File: config.mk
export PLATFORM = sky130hd
export DESIGN_NAME = kruskal_union_find_mst
export DESIGN_NICKNAME = d
export VERILOG_FILES = /design/src/rtl/core/kufm_pkg.sv /design/src/rtl/core/kufm_table.sv /design/src/rtl/core/kufm_ctrl.sv /design/src/rtl/core/kruskal_union_find_mst.sv
export SDC_FILE = /design/constraint.sdc
export NUM_CORES = 1
export LEC_CHECK = 0
export BUFFER_PORTS_ARGS = -buffer_cell sky130_fd_sc_hd__buf_2
export CORE_ASPECT_RATIO = 0.9
export CORE_MARGIN = 2
export CORE_UTILIZATION = 29
export DETAILED_ROUTE_END_ITERATION = 6
export GPL_TIMING_DRIVEN = 0
export PLACE_DENSITY = 0.45
export SYNTH_ARGS = -nofsm -noshare
export SYNTH_HDL_FRONTEND = slang
export SYNTH_HIERARCHICAL = 1
export SYNTH_SLANG_ARGS = --single-unit
File: constraint.sdc
create_clock -name clk -period 6.77 [get_ports clk]
set_input_delay 1.0155 -clock clk [delete_from_list [all_inputs] [get_ports clk]]
set_output_delay 1.0155 -clock clk [all_outputs]
set_load 0.03 [all_outputs]
File: src/rtl/core/kufm_pkg.sv
// ============================================================================
// kufm_pkg: shared types and constants for the union-find spanning tree block
// Holds the request and result payload types, the parent table access
// bundle, the sequencer state type and the sizing constants.
// ============================================================================
package kufm_pkg;

    localparam int MAX_NODES = 64;
    localparam int NODE_W    = 7;
    localparam int IDX_W     = $clog2(MAX_NODES);
    localparam int WEIGHT_W  = 16;
    localparam int COST_W    = 22;

    localparam logic [COST_W-1:0] COST_MAX    = {COST_W{1'b1}};
    localparam logic [NODE_W-1:0] RESET_NODES = NODE_W'(64);

    typedef struct packed {
        logic [NODE_W-1:0]   from_node;
        logic [NODE_W-1:0]   to_node;
        logic [WEIGHT_W-1:0] edge_weight;
        logic                last_edge;
    } edge_t;

    typedef struct packed {
        logic              edge_taken;
        logic              tree_complete;
        logic [COST_W-1:0] running_cost;
        logic [COST_W-1:0] final_cost;
        logic              is_final;
    } result_t;

    // Access bundle from the sequencer to the parent table.
    typedef struct packed {
        logic [NODE_W-1:0] rd_node;
        logic              wr_en;
        logic [NODE_W-1:0] wr_node;
        logic [NODE_W-1:0] wr_parent;
        logic              clear;
    } tbl_req_t;

    typedef enum logic [2:0] {
        ST_IDLE,
        ST_FIND_ISSUE,
        ST_FIND_WALK,
        ST_COMP_ISSUE,
        ST_COMP_WALK,
        ST_UNION,
        ST_OUTPUT
    } ctrl_state_t;

endpackage

File: src/rtl/core/kufm_table.sv
// ============================================================================
// kufm_table: parent table of the union-find structure
// One write port and one registered read port over a node-indexed memory.
// Per-entry valid bits make an unwritten entry read as its own node number.
// ============================================================================
module kufm_table
    import kufm_pkg::*;
(
    input  logic              clk,
    input  logic              rst_n,
    input  tbl_req_t          req,
    output logic [NODE_W-1:0] parent
);

    logic [NODE_W-1:0]    mem [MAX_NODES];
    logic [MAX_NODES-1:0] valid_reg;
    logic [NODE_W-1:0]    rd_data_reg;
    logic [IDX_W-1:0]     rd_idx_reg;
    logic                 rd_valid_reg;
    logic [IDX_W-1:0]     rd_idx;
    logic [IDX_W-1:0]     wr_idx;

    // Node numbers start at 1, table entries at 0.
    assign rd_idx = IDX_W'(req.rd_node - NODE_W'(1));
    assign wr_idx = IDX_W'(req.wr_node - NODE_W'(1));

    always_ff @(posedge clk)
    begin
        if (req.wr_en)
        begin
            mem[wr_idx] <= req.wr_parent;
        end
        rd_data_reg <= mem[rd_idx];
        rd_idx_reg  <= rd_idx;
    end

    always_ff @(posedge clk or negedge rst_n)
    begin
        if (!rst_n)
        begin
            valid_reg    <= '0;
            rd_valid_reg <= 1'b0;
        end
        else
        begin
            rd_valid_reg <= valid_reg[rd_idx];
            if (req.clear)
            begin
                valid_reg <= '0;
            end
            else if (req.wr_en)
            begin
                valid_reg[wr_idx] <= 1'b1;
            end
        end
    end

    assign parent = rd_valid_reg ? rd_data_reg
                                 : NODE_W'(rd_idx_reg) + NODE_W'(1);

endmodule

File: src/rtl/core/kufm_ctrl.sv
// ============================================================================
// kufm_ctrl: sequencer for root search, path compression and union
// Walks both parent chains one hop per cycle through the shared compare,
// compresses them, joins the roots and keeps the cost and tree counters.
// ============================================================================
module kufm_ctrl
    import kufm_pkg::*;
(
    input  logic              clk,
    input  logic              rst_n,
    input  logic              cfg_valid,
    output logic              cfg_ready,
    input  logic [NODE_W-1:0] cfg_data,
    input  logic              edge_valid,
    output logic              edge_ready,
    input  edge_t             edge_req,
    input  logic              slot_free,
    output logic              res_load,
    output result_t           res_data,
    output tbl_req_t          tbl_req,
    input  logic [NODE_W-1:0] tbl_parent
);

    ctrl_state_t       state_reg, state_next;
    logic [NODE_W-1:0] node_count_reg, node_count_next;
    logic [NODE_W-1:0] nodes_left_reg, nodes_left_next;
    logic [COST_W-1:0] cost_reg, cost_next;
    logic              done_reg, done_next;
    edge_t             item_reg, item_next;
    logic [NODE_W-1:0] cur_reg, cur_next;
    logic [NODE_W-1:0] root_reg, root_next;
    logic [NODE_W-1:0] root_a_reg, root_a_next;
    logic              side_reg, side_next;
    logic              taken_reg, taken_next;

    logic [NODE_W-1:0] eff_cur;
    logic [NODE_W-1:0] eff_cfg;
    logic              cfg_we;
    logic              in_range;
    logic [COST_W:0]   cost_sum;
    logic [NODE_W-1:0] left_dec;

    // A count of zero acts as one node, any count above the table size as full size.
    function automatic logic [NODE_W-1:0] eff_nodes(input logic [NODE_W-1:0] cnt);
        logic [NODE_W-1:0] r;
        begin
            if (cnt == '0)
                r = NODE_W'(1);
            else if (cnt > NODE_W'(MAX_NODES))
                r = NODE_W'(MAX_NODES);
            else
                r = cnt;
            return r;
        end
    endfunction

    assign eff_cur   = eff_nodes(node_count_reg);
    assign eff_cfg   = eff_nodes(cfg_data);
    assign cfg_ready = (state_reg == ST_IDLE);
    assign cfg_we    = cfg_valid && cfg_ready;
    assign in_range  = (edge_req.from_node != '0) && (edge_req.from_node <= eff_cur) &&
                       (edge_req.to_node != '0) && (edge_req.to_node <= eff_cur);
    assign cost_sum  = {1'b0, cost_reg} + (COST_W + 1)'(item_reg.edge_weight);
    assign left_dec  = (nodes_left_reg > NODE_W'(1)) ? nodes_left_reg - NODE_W'(1)
                                                     : nodes_left_reg;

    assign res_data.edge_taken    = taken_reg;
    assign res_data.tree_complete = done_reg;
    assign res_data.running_cost  = cost_reg;
    assign res_data.final_cost    = (item_reg.last_edge && done_reg) ? cost_reg : '0;
    assign res_data.is_final      = item_reg.last_edge;

    always_comb
    begin
        state_next      = state_reg;
        node_count_next = node_count_reg;
        nodes_left_next = nodes_left_reg;
        cost_next       = cost_reg;
        done_next       = done_reg;
        item_next       = item_reg;
        cur_next        = cur_reg;
        root_next       = root_reg;
        root_a_next     = root_a_reg;
        side_next       = side_reg;
        taken_next      = taken_reg;
        edge_ready      = 1'b0;
        res_load        = 1'b0;
        tbl_req         = '0;
        tbl_req.rd_node = cur_reg;

        unique case (state_reg)
            ST_IDLE:
            begin
                edge_ready = !cfg_valid;
                if (cfg_we)
                begin
                    node_count_next = cfg_data;
                    nodes_left_next = eff_cfg;
                    cost_next       = '0;
                    done_next       = (eff_cfg <= NODE_W'(1));
                    tbl_req.clear   = 1'b1;
                end
                else if (edge_valid)
                begin
                    item_next  = edge_req;
                    taken_next = 1'b0;
                    cur_next   = edge_req.from_node;
                    side_next  = 1'b0;
                    state_next = (!done_reg && in_range) ? ST_FIND_ISSUE : ST_OUTPUT;
                end
            end

            ST_FIND_ISSUE:
            begin
                state_next = ST_FIND_WALK;
            end

            ST_FIND_WALK:
            begin
                if (tbl_parent == cur_reg)
                begin
                    root_next  = cur_reg;
                    cur_next   = side_reg ? item_reg.to_node : item_reg.from_node;
                    state_next = ST_COMP_ISSUE;
                end
                else
                begin
                    cur_next        = tbl_parent;
                    tbl_req.rd_node = tbl_parent;
                end
            end

            ST_COMP_ISSUE:
            begin
                state_next = ST_COMP_WALK;
            end

            ST_COMP_WALK:
            begin
                if (cur_reg == root_reg)
                begin
                    if (!side_reg)
                    begin
                        root_a_next = root_reg;
                        side_next   = 1'b1;
                        cur_next    = item_reg.to_node;
                        state_next  = ST_FIND_ISSUE;
                    end
                    else
                    begin
                        state_next = ST_UNION;
                    end
                end
                else
                begin
                    // Point this node at the root and step to its old parent.
                    tbl_req.wr_en     = 1'b1;
                    tbl_req.wr_node   = cur_reg;
                    tbl_req.wr_parent = root_reg;
                    cur_next          = tbl_parent;
                    tbl_req.rd_node   = tbl_parent;
                end
            end

            ST_UNION:
            begin
                if (root_a_reg != root_reg)
                begin
                    tbl_req.wr_en = 1'b1;
                    if (root_a_reg > root_reg)
                    begin
                        tbl_req.wr_node   = root_a_reg;
                        tbl_req.wr_parent = root_reg;
                    end
                    else
                    begin
                        tbl_req.wr_node   = root_reg;
                        tbl_req.wr_parent = root_a_reg;
                    end
                    taken_next      = 1'b1;
                    cost_next       = cost_sum[COST_W] ? COST_MAX : cost_sum[COST_W-1:0];
                    nodes_left_next = left_dec;
                    done_next       = (left_dec <= NODE_W'(1));
                end
                state_next = ST_OUTPUT;
            end

            ST_OUTPUT:
            begin
                if (slot_free)
                begin
                    res_load = 1'b1;
                    if (item_reg.last_edge)
                    begin
                        nodes_left_next = eff_cur;
                        cost_next       = '0;
                        done_next       = (eff_cur <= NODE_W'(1));
                        tbl_req.clear   = 1'b1;
                    end
                    state_next = ST_IDLE;
                end
            end

            default:
            begin
                state_next = ST_IDLE;
            end
        endcase
    end

    always_ff @(posedge clk or negedge rst_n)
    begin
        if (!rst_n)
        begin
            state_reg      <= ST_IDLE;
            node_count_reg <= RESET_NODES;
            nodes_left_reg <= eff_nodes(RESET_NODES);
            cost_reg       <= '0;
            done_reg       <= (eff_nodes(RESET_NODES) <= NODE_W'(1));
        end
        else
        begin
            state_reg      <= state_next;
            node_count_reg <= node_count_next;
            nodes_left_reg <= nodes_left_next;
            cost_reg       <= cost_next;
            done_reg       <= done_next;
        end
    end

    always_ff @(posedge clk)
    begin
        item_reg   <= item_next;
        cur_reg    <= cur_next;
        root_reg   <= root_next;
        root_a_reg <= root_a_next;
        side_reg   <= side_next;
        taken_reg  <= taken_next;
    end

endmodule

File: src/rtl/core/kruskal_union_find_mst.sv
// ============================================================================
// kruskal_union_find_mst: Kruskal spanning tree accumulator
// Union-find over a parent table with path compression, one edge per
// request, one result per edge, held in an output register.
// ============================================================================
// Edges arrive one request at a time, and the user must keep them in
// nondecreasing weight order; the block itself does not enforce this. For
// each edge the block finds the roots of both endpoints, compresses both
// paths, and if the roots differ points the larger root at the smaller one
// and adds the weight to a cost that saturates at its 22-bit maximum. Once
// the effective node count minus one edges have been taken the tree is
// complete and later edges are ignored. The result of an edge marked last
// carries the final cost (zero if the graph was not spanned), and the table
// and counters then start over for a new graph; a write of node_count starts
// a new graph as well. Each endpoint's parent chain is walked once to find
// its root and once more to compress it, through the single registered read
// port of the parent table, which moves one hop per cycle through the shared
// node compare. An edge that is out of range or arrives after completion
// skips the walks. Path compression keeps chains short. The input is not
// ready while an edge is in work; the result register lets the next edge be
// accepted while a result still waits.
module kruskal_union_find_mst
    import kufm_pkg::*;
(
    input  logic              clk,
    input  logic              rst_n,
    input  logic              cfg_valid,
    output logic              cfg_ready,
    input  logic [NODE_W-1:0] cfg_data,
    input  logic              edge_valid,
    output logic              edge_ready,
    input  edge_t             edge_req,
    output logic              res_valid,
    input  logic              res_ready,
    output result_t           res
);

    tbl_req_t          tbl_req;
    logic [NODE_W-1:0] tbl_parent;
    logic              res_load;
    result_t           res_data;
    logic              slot_free;
    logic              res_valid_reg;
    result_t           res_reg;

    // The output register can take a new result when it is empty or is being
    // drained in this cycle.
    assign slot_free = !res_valid_reg || res_ready;

    kufm_table u_table (
        .clk    (clk),
        .rst_n  (rst_n),
        .req    (tbl_req),
        .parent (tbl_parent)
    );

    kufm_ctrl u_ctrl (
        .clk        (clk),
        .rst_n      (rst_n),
        .cfg_valid  (cfg_valid),
        .cfg_ready  (cfg_ready),
        .cfg_data   (cfg_data),
        .edge_valid (edge_valid),
        .edge_ready (edge_ready),
        .edge_req   (edge_req),
        .slot_free  (slot_free),
        .res_load   (res_load),
        .res_data   (res_data),
        .tbl_req    (tbl_req),
        .tbl_parent (tbl_parent)
    );

    always_ff @(posedge clk or negedge rst_n)
    begin
        if (!rst_n)
        begin
            res_valid_reg <= 1'b0;
        end
        else if (res_load)
        begin
            res_valid_reg <= 1'b1;
        end
        else if (res_ready)
        begin
            res_valid_reg <= 1'b0;
        end
    end

    always_ff @(posedge clk)
    begin
        if (res_load)
        begin
            res_reg <= res_data;
        end
    end

    assign res_valid = res_valid_reg;
    assign res       = res_reg;

`ifndef ASSERT_OFF
    // A result is never loaded over one that has not been taken.
    a_no_overwrite: assert property (@(posedge clk) disable iff (!rst_n)
        res_load |-> slot_free)
        else $error("result loaded while the output register was full");

    // After an edge request is accepted the block is not ready in the next cycle.
    a_busy_after_accept: assert property (@(posedge clk) disable iff (!rst_n)
        (edge_valid && edge_ready) |=> !edge_ready)
        else $error("edge accepted while the previous one was in work");

    // A nonzero final cost only appears on the last edge of a complete tree.
    a_final_cost: assert property (@(posedge clk) disable iff (!rst_n)
        (res_valid && (res.final_cost != '0)) |-> (res.is_final && res.tree_complete))
        else $error("final cost reported outside a completed last edge");
`endif

endmodule

==> results of run 1 <==
## final cells by class
cell class / count / area (um2)
clock inverter: 44 / 450
tap: 1344 / 1680
clock buffer: 99 / 2130
buffer: 97 / 558
multi-input combinational: 1157 / 8900
antenna: 1 / 2.50
inverter: 68 / 258
timing repair buffer: 98 / 594
fill: 9784 / 65700
sequential: 668 / 19400
## layer usage
metal | vias up | part of all wire (%)
met5 | - | 0
met4 | 0 | 2.3
met3 | 116 | 5.9
met2 | 551 | 45
met1 | 9241 | 47
li1 | 7942 | -
## repair_timing
action,4_1_cts,5_1_grt
resized for setup,11,3
hold buffers,0,0
endpoints found under the setup margin,8,6
## cells in the final DEF, fill, tap and decap left out, types with 15 or more instances in the layout
master / count
dfrtp_1: 104
o22ai_1: 25
nor2_1: 230
o21ai_0: 61
nor3_1: 25
nand3_1: 31
and3_1: 25
edfxtp_1: 549
a21oi_1: 96
nor2b_1: 27
inv_1: 64
o211ai_1: 15
xnor2_1: 22
buf_2: 122
mux4_2: 114
clkbuf_1: 47
mux2i_1: 48
ha_1: 42
clkbuf_16: 80
nand2_1: 169
## final timing paths
check	to	slack [ps]	depth (start not counted)
setup reg to reg	u_table/rd_data_reg[2]	220	21
max in group asynchronous	u_table/valid_reg[32]	5830	2
min in group clk	u_table/valid_reg[4]	500	2
hold reg to reg	u_table/valid_reg[4]	500	2
setup / recovery	u_table/rd_data_reg[2]	220	21
hold / removal	u_ctrl/cost_reg[7]	200	1
## through the flow
stage,instance area (um2),hold slack [ps],setup WS [ps],cells
2_1_floorplan,29000,457,2030,1990
3_3_place_gp,31200,471,-943,3426
3_5_place_dp,31400,482,-1050,3432
4_1_cts,34000,155,148,3575
5_1_grt,34000,173,20.4,3575
6_report,34000,198,223,3576
==> summary.md, run 1 <==
| Metric | Value |
|---|---|
| Synth Net Count | `2,076` |
| Worst path slowest cell | `nor4_4` |
| Global-route track usage on met3 | `~2.8%` |
| Clock tree buffer depth | `3` |
| CTS Sinks | `668` |
| Crit path buf inv count | `7` |
| Synth Instances | `1,990` |
| RSZ-0062 raised after global routing | `false` |
| Post-Syn Area | `29,000 um2` |
| Max-slew violation count | `0` |
| WP data arrival | `7030 ps` |
| Initial DRC count | `1,638` |
| Wire length after detailed routing | `approximately 84 mm` |
| HP Class | `input pin to asynchronous set/reset pin` |
| Hold Fails Final Rpt | `0` |
| # nets final | `2,253` |
| Worst-margin pin slew | `about 1400 ps` |
| Worst EP required | `7250 ps` |
| Worst setup SP type | `register` |
| Worst slew margin | `9.02%` |
| Launch point of the critical path | `u_table/rd_idx_reg[0]` |
| Critical path class | `register to register` |
| Final setup TNS | `0 ps` |
| Max-cap violations | `0` |
| Vias post-DR | `between 15,000 and 20,000` |
| Critical path, cell by cell | `ha_1 -> nand3_1 -> xor2_1 -> o21ai_1 -> xor2_1 -> nor4_4 -> o22ai_2 -> mux2_2 -> buf_6 -> buf_6 -> inv_2 -> clkbuf_2 -> ha_1 -> buf_2 -> clkbuf_4 -> buf_2 -> mux4_2 -> nand2_1 -> a21oi_1 -> nor3_1 -> o22ai_1` |
| Critical path fanouts, max | `11` |
| GR Overflow Total | `0` |
| Placed wire-length estimate | `55.7 mm` |
| Tmin final | `6550 ps` |
| GRT Overall Usage | `approximately 16%` |
| Syn Area/Cell | `14.6 um2` |
| Area delta synth->final | `17.0%` |
| Vias in the first global route | `~18,000` |
| # rows | `110` |
| Final setup fails | `0` |
| Final Util | `34.1%` |
| Post-CTS Setup Bufs | `0` |
| Root Driver | `clkbuf_16` |
| Clock skew | `32.8 ps` |
| Period utilization | `a little over nine tenths` |
| Pin count of the biggest net entering global routing | `94` |
| Die area | `103,000 um2` |
| Post-route ant nets | `0` |
| Status | `completed` |
| CTS HTree Levels | `3` |
| CP delay by family, top | `buffers and inverters` |
| Number of flip-flops in the largest register | `448` |
| Drt wl/cell | `23.4 um` |
| Clk_lat worst skew | `660 ps` |
| Layout cells sized above 1 | `around 20%` |
| Max incr delay on CP | `510 ps` |
| DRC viols | `0` |
| Fmax | `~150 MHz` |
| CTS buffer count | `77` |
| CP endpoint kind | `register` |
| Global route hottest layer | `met2` |
| Core area | `99,600 um2` |
| Global-route wire length before repair | `123 mm` |
| Gpl congestion | `0.848` |
| Synth Warn # | `6` |
| # port buffers | `92` |
| DR vias/cell | `4.99` |
| TritonRoute pass-1 iters | `7` |
| Starting density of the core | `29.2%` |
| Ports | `93` |
| Initial antenna violation count | `1` |
| R2R Path Start | `u_table/rd_idx_reg[0]` |
| CTS tree | `yes` |
| Die Y | `304 um` |
| GR met2 Demand/Resource | `24.8%` |
| Die width | `338 um` |
| Worst-path clk slew | `around 60 ps` |
| Met1 usage | `between 20% and 30%` |
Power of run 1 is not shown: default switching activity piles up to over one toggle a cycle in this logic, so the estimate is an artifact.
==> run 2: changes to the inputs <==
Settings changed: CORE_UTILIZATION 29 to 57, PLACE_DENSITY 0.45 to 0.76.
==> summary.md, run 2 (synthesis results as in run 1) <==
| Metric | Value |
|---|---|
| Starting density of the core | `57.7% (+29 points)` |
| Final std cell area, no fill | `32,600 um2 (-4.1%)` |
| Critical path fanouts, max | `11 (unchanged)` |
| Fmax | `152 MHz (-0.81%)` |
| Final setup fails | `0 (unchanged)` |
| Multi-input gate area | `8850 um2 (-0.49%)` |
| Crit path buf inv count | `7 (unchanged)` |
| Worst setup SP type | `register` |
| Final Non-Filler Cells | `2,888 (-19%)` |
| Core area | `50,400 um2 (-49%)` |
| CP endpoint kind | `register` |
| Commonest non-fill, non-tap cells in the layout | `edfxtp_1, nor2_1, nand2_1` |
| CTS tree | `yes` |
| Post-route ant nets | `0 (unchanged)` |
| Tmin final | `6600 ps (+53.5 ps)` |
| Pin count of the biggest net entering global routing | `66 (-30%)` |
| Worst slew margin | `17.4% (+8.4 points)` |
| Clk_lat worst skew | `610 ps (-50 ps)` |
| Hold Fails Final Rpt | `0 (unchanged)` |
| CTS Sinks | `668 (unchanged)` |
| CP delay by family, top | `buffers and inverters` |
| GRT Overall Usage | `27.2% (+11 points)` |
| Worst-margin pin slew | `1230 ps (-125 ps)` |
| Layout cells sized above 1 | `19.3% (-0.83 points)` |
| Die area | `52,800 um2 (-49%)` |
| Initial antenna violation count | `0 (-1)` |
| # fillers | `3,535 (-64%)` |
| Critical path, cell by cell | `ha_1 -> xnor2_1 -> o21ai_0 -> xnor2_1 -> nand4_1 -> nor4_2 -> o22ai_2 -> mux2_2 -> buf_6 -> buf_6 -> inv_2 -> clkbuf_2 -> ha_1 -> buf_2 -> buf_2 -> buf_2 -> mux4_2 -> nand2_1 -> a21oi_1 -> nor3_1 -> o22ai_1` |
| Post-CTS Setup Bufs | `0 (unchanged)` |
| Root Driver | `clkbuf_16` |
| Worst-path clk slew | `60 ps (about the same)` |
| WP data arrival | `7060 ps (+30 ps)` |
| Gpl congestion | `0.909 (+7.1%)` |
| Number of diodes | `0 (-1)` |
| # port buffers | `92 (unchanged)` |
| Placed cell count | `2,771 (-19%)` |
| HP Class | `input pin to asynchronous set/reset pin` |
| # rows | `78 (-29%)` |
| Area delta synth->final | `12.2%` |
| # nets final | `2,246 (-0.31%)` |
| Top cell by count, worst path | `buf_2` |
| Number of flip-flops in the largest register | `448 (unchanged)` |
| DRC viols | `0 (unchanged)` |
| Period utilization | `97.5% (+0.79 points)` |
| Die width | `242 um (-28%)` |
| Vias in the first global route | `18,000 (-0.23%)` |
| Die Y | `218 um (-28%)` |
| Max-slew violation count | `0 (unchanged)` |
| Max-cap violations | `0 (unchanged)` |
| Ports | `93 (unchanged)` |
| RSZ-0062 raised after global routing | `false` |
| FF/Latch Area | `19,400 um2 (unchanged)` |
| TritonRoute pass-1 iters | `6 (-1)` |
| Clock skew | `16.2 ps (-16.5 ps)` |
| Wire length after detailed routing | `70.8 mm (-15%)` |
| Placed Area | `30,600 um2 (-2.5%)` |
| CTS HTree Levels | `3 (unchanged)` |
| Max incr delay on CP | `760 ps (+250 ps)` |
| CTS buffer count | `66 (-14%)` |
| Most common cell after layout, fill and taps aside | `edfxtp_1` |
| Status | `completed` |
| Drt wl/cell | `24.5 um (+4.7%)` |
| Clock tree buffer depth | `3 (unchanged)` |
| GR Overflow Total | `0 (unchanged)` |
| Initial DRC count | `2,007 (+23%)` |
| DR vias/cell | `6.32 (+27%)` |
| Placed wire-length estimate | `47.6 mm (-15%)` |
| Global-route wire length before repair | `108 mm (-12%)` |
| Worst path slowest cell | `o21ai_0` |
| Vias post-DR | `18,300 (+2.3%)` |
| Critical path class | `register to register` |
| Worst EP required | `7230 ps (-20 ps)` |
| Final Util | `64.7% (+31 points)` |
[run 2: cell types whose count changed in the layout (fill, tap and decap cells not counted), moves of 3 or more]
cell | previous run | this run
a22o_4 | 3 | 0
clkinvlp_4 | 6 | 2
bufinv_16 | 6 | 2
clkinv_2 | 10 | 15
clkinv_1 | 14 | 11
clkbuf_16 | 80 | 66
clkbuf_8 | 6 | 0
a22o_2 | 4 | 7
[run 2: worst register-to-register path: stages (launching register included)]
cell and delay (ps):
dfxtp_1 320, ha_1 230, xnor2_1 130, o21ai_0 760
xnor2_1 210, nand4_1 130, nor4_2 500, o22ai_2 300
mux2_2 370, buf_6 200, buf_6 250, inv_2 170
clkbuf_2 330, ha_1 380, buf_2 210, buf_2 330
buf_2 370, mux4_2 390, nand2_1 90, a21oi_1 90
nor3_1 530, o22ai_1 180
[run 2: timing repair]
| action | CTS | global route |
|---|---|---|
| resized for setup | 3 | 6 |
| setup endpoints to repair | 6 | 7 |
| hold buffers | 0 | 0 |
[run 2: layer usage]
layer | GRT usage (%) | wire length [um] | vias up
met2 | 42.7 | 32500 | 1061
met3 | 6.05 | 7310 | 196
met5 | 0 | 0 | -
li1 | - | - | 7905
met1 | 37.3 | 27900 | 9104
met4 | 11.9 | 3120 | 0
[run 2: layout make-up]
class                   count  share of cell area (%)
plain buffers              97                    1.71
clock buffers              79                    5.22
clock inverters            37                   0.837
inverters                  68                   0.791
multi-input cells        1157                    27.2
flip-flops and latches    668                    59.6
well taps                 680                    2.61
repair buffers            102                    2.10
[run 2: final timing paths]
check	start	end	slack [ps]	depth (start not counted)
worst max-delay path	u_table/rd_idx_reg[0]	u_table/rd_data_reg[3]	170	21
worst min-delay path	rst_n	u_ctrl/cost_reg[12]	420	1
worst max register to register	u_table/rd_idx_reg[0]	u_table/rd_data_reg[3]	170	21
worst min register to register	u_table/valid_reg[23]	u_table/valid_reg[23]	500	2
max in group asynchronous	rst_n	u_table/valid_reg[34]	5600	2
min in group clk	u_table/valid_reg[23]	u_table/valid_reg[23]	500	2
[run 2: stage by stage]
stage               setup TNS [ps]  hold WS (ps)  setup slack, ps
floorplan                        0           457             2030
global placement              -278           471             -181
detailed placement            -708           481             -194
CTS                              0           419              186
global route                     0           442             41.7
finish                           0           419              170
Power of run 2 is left out for the same reason.
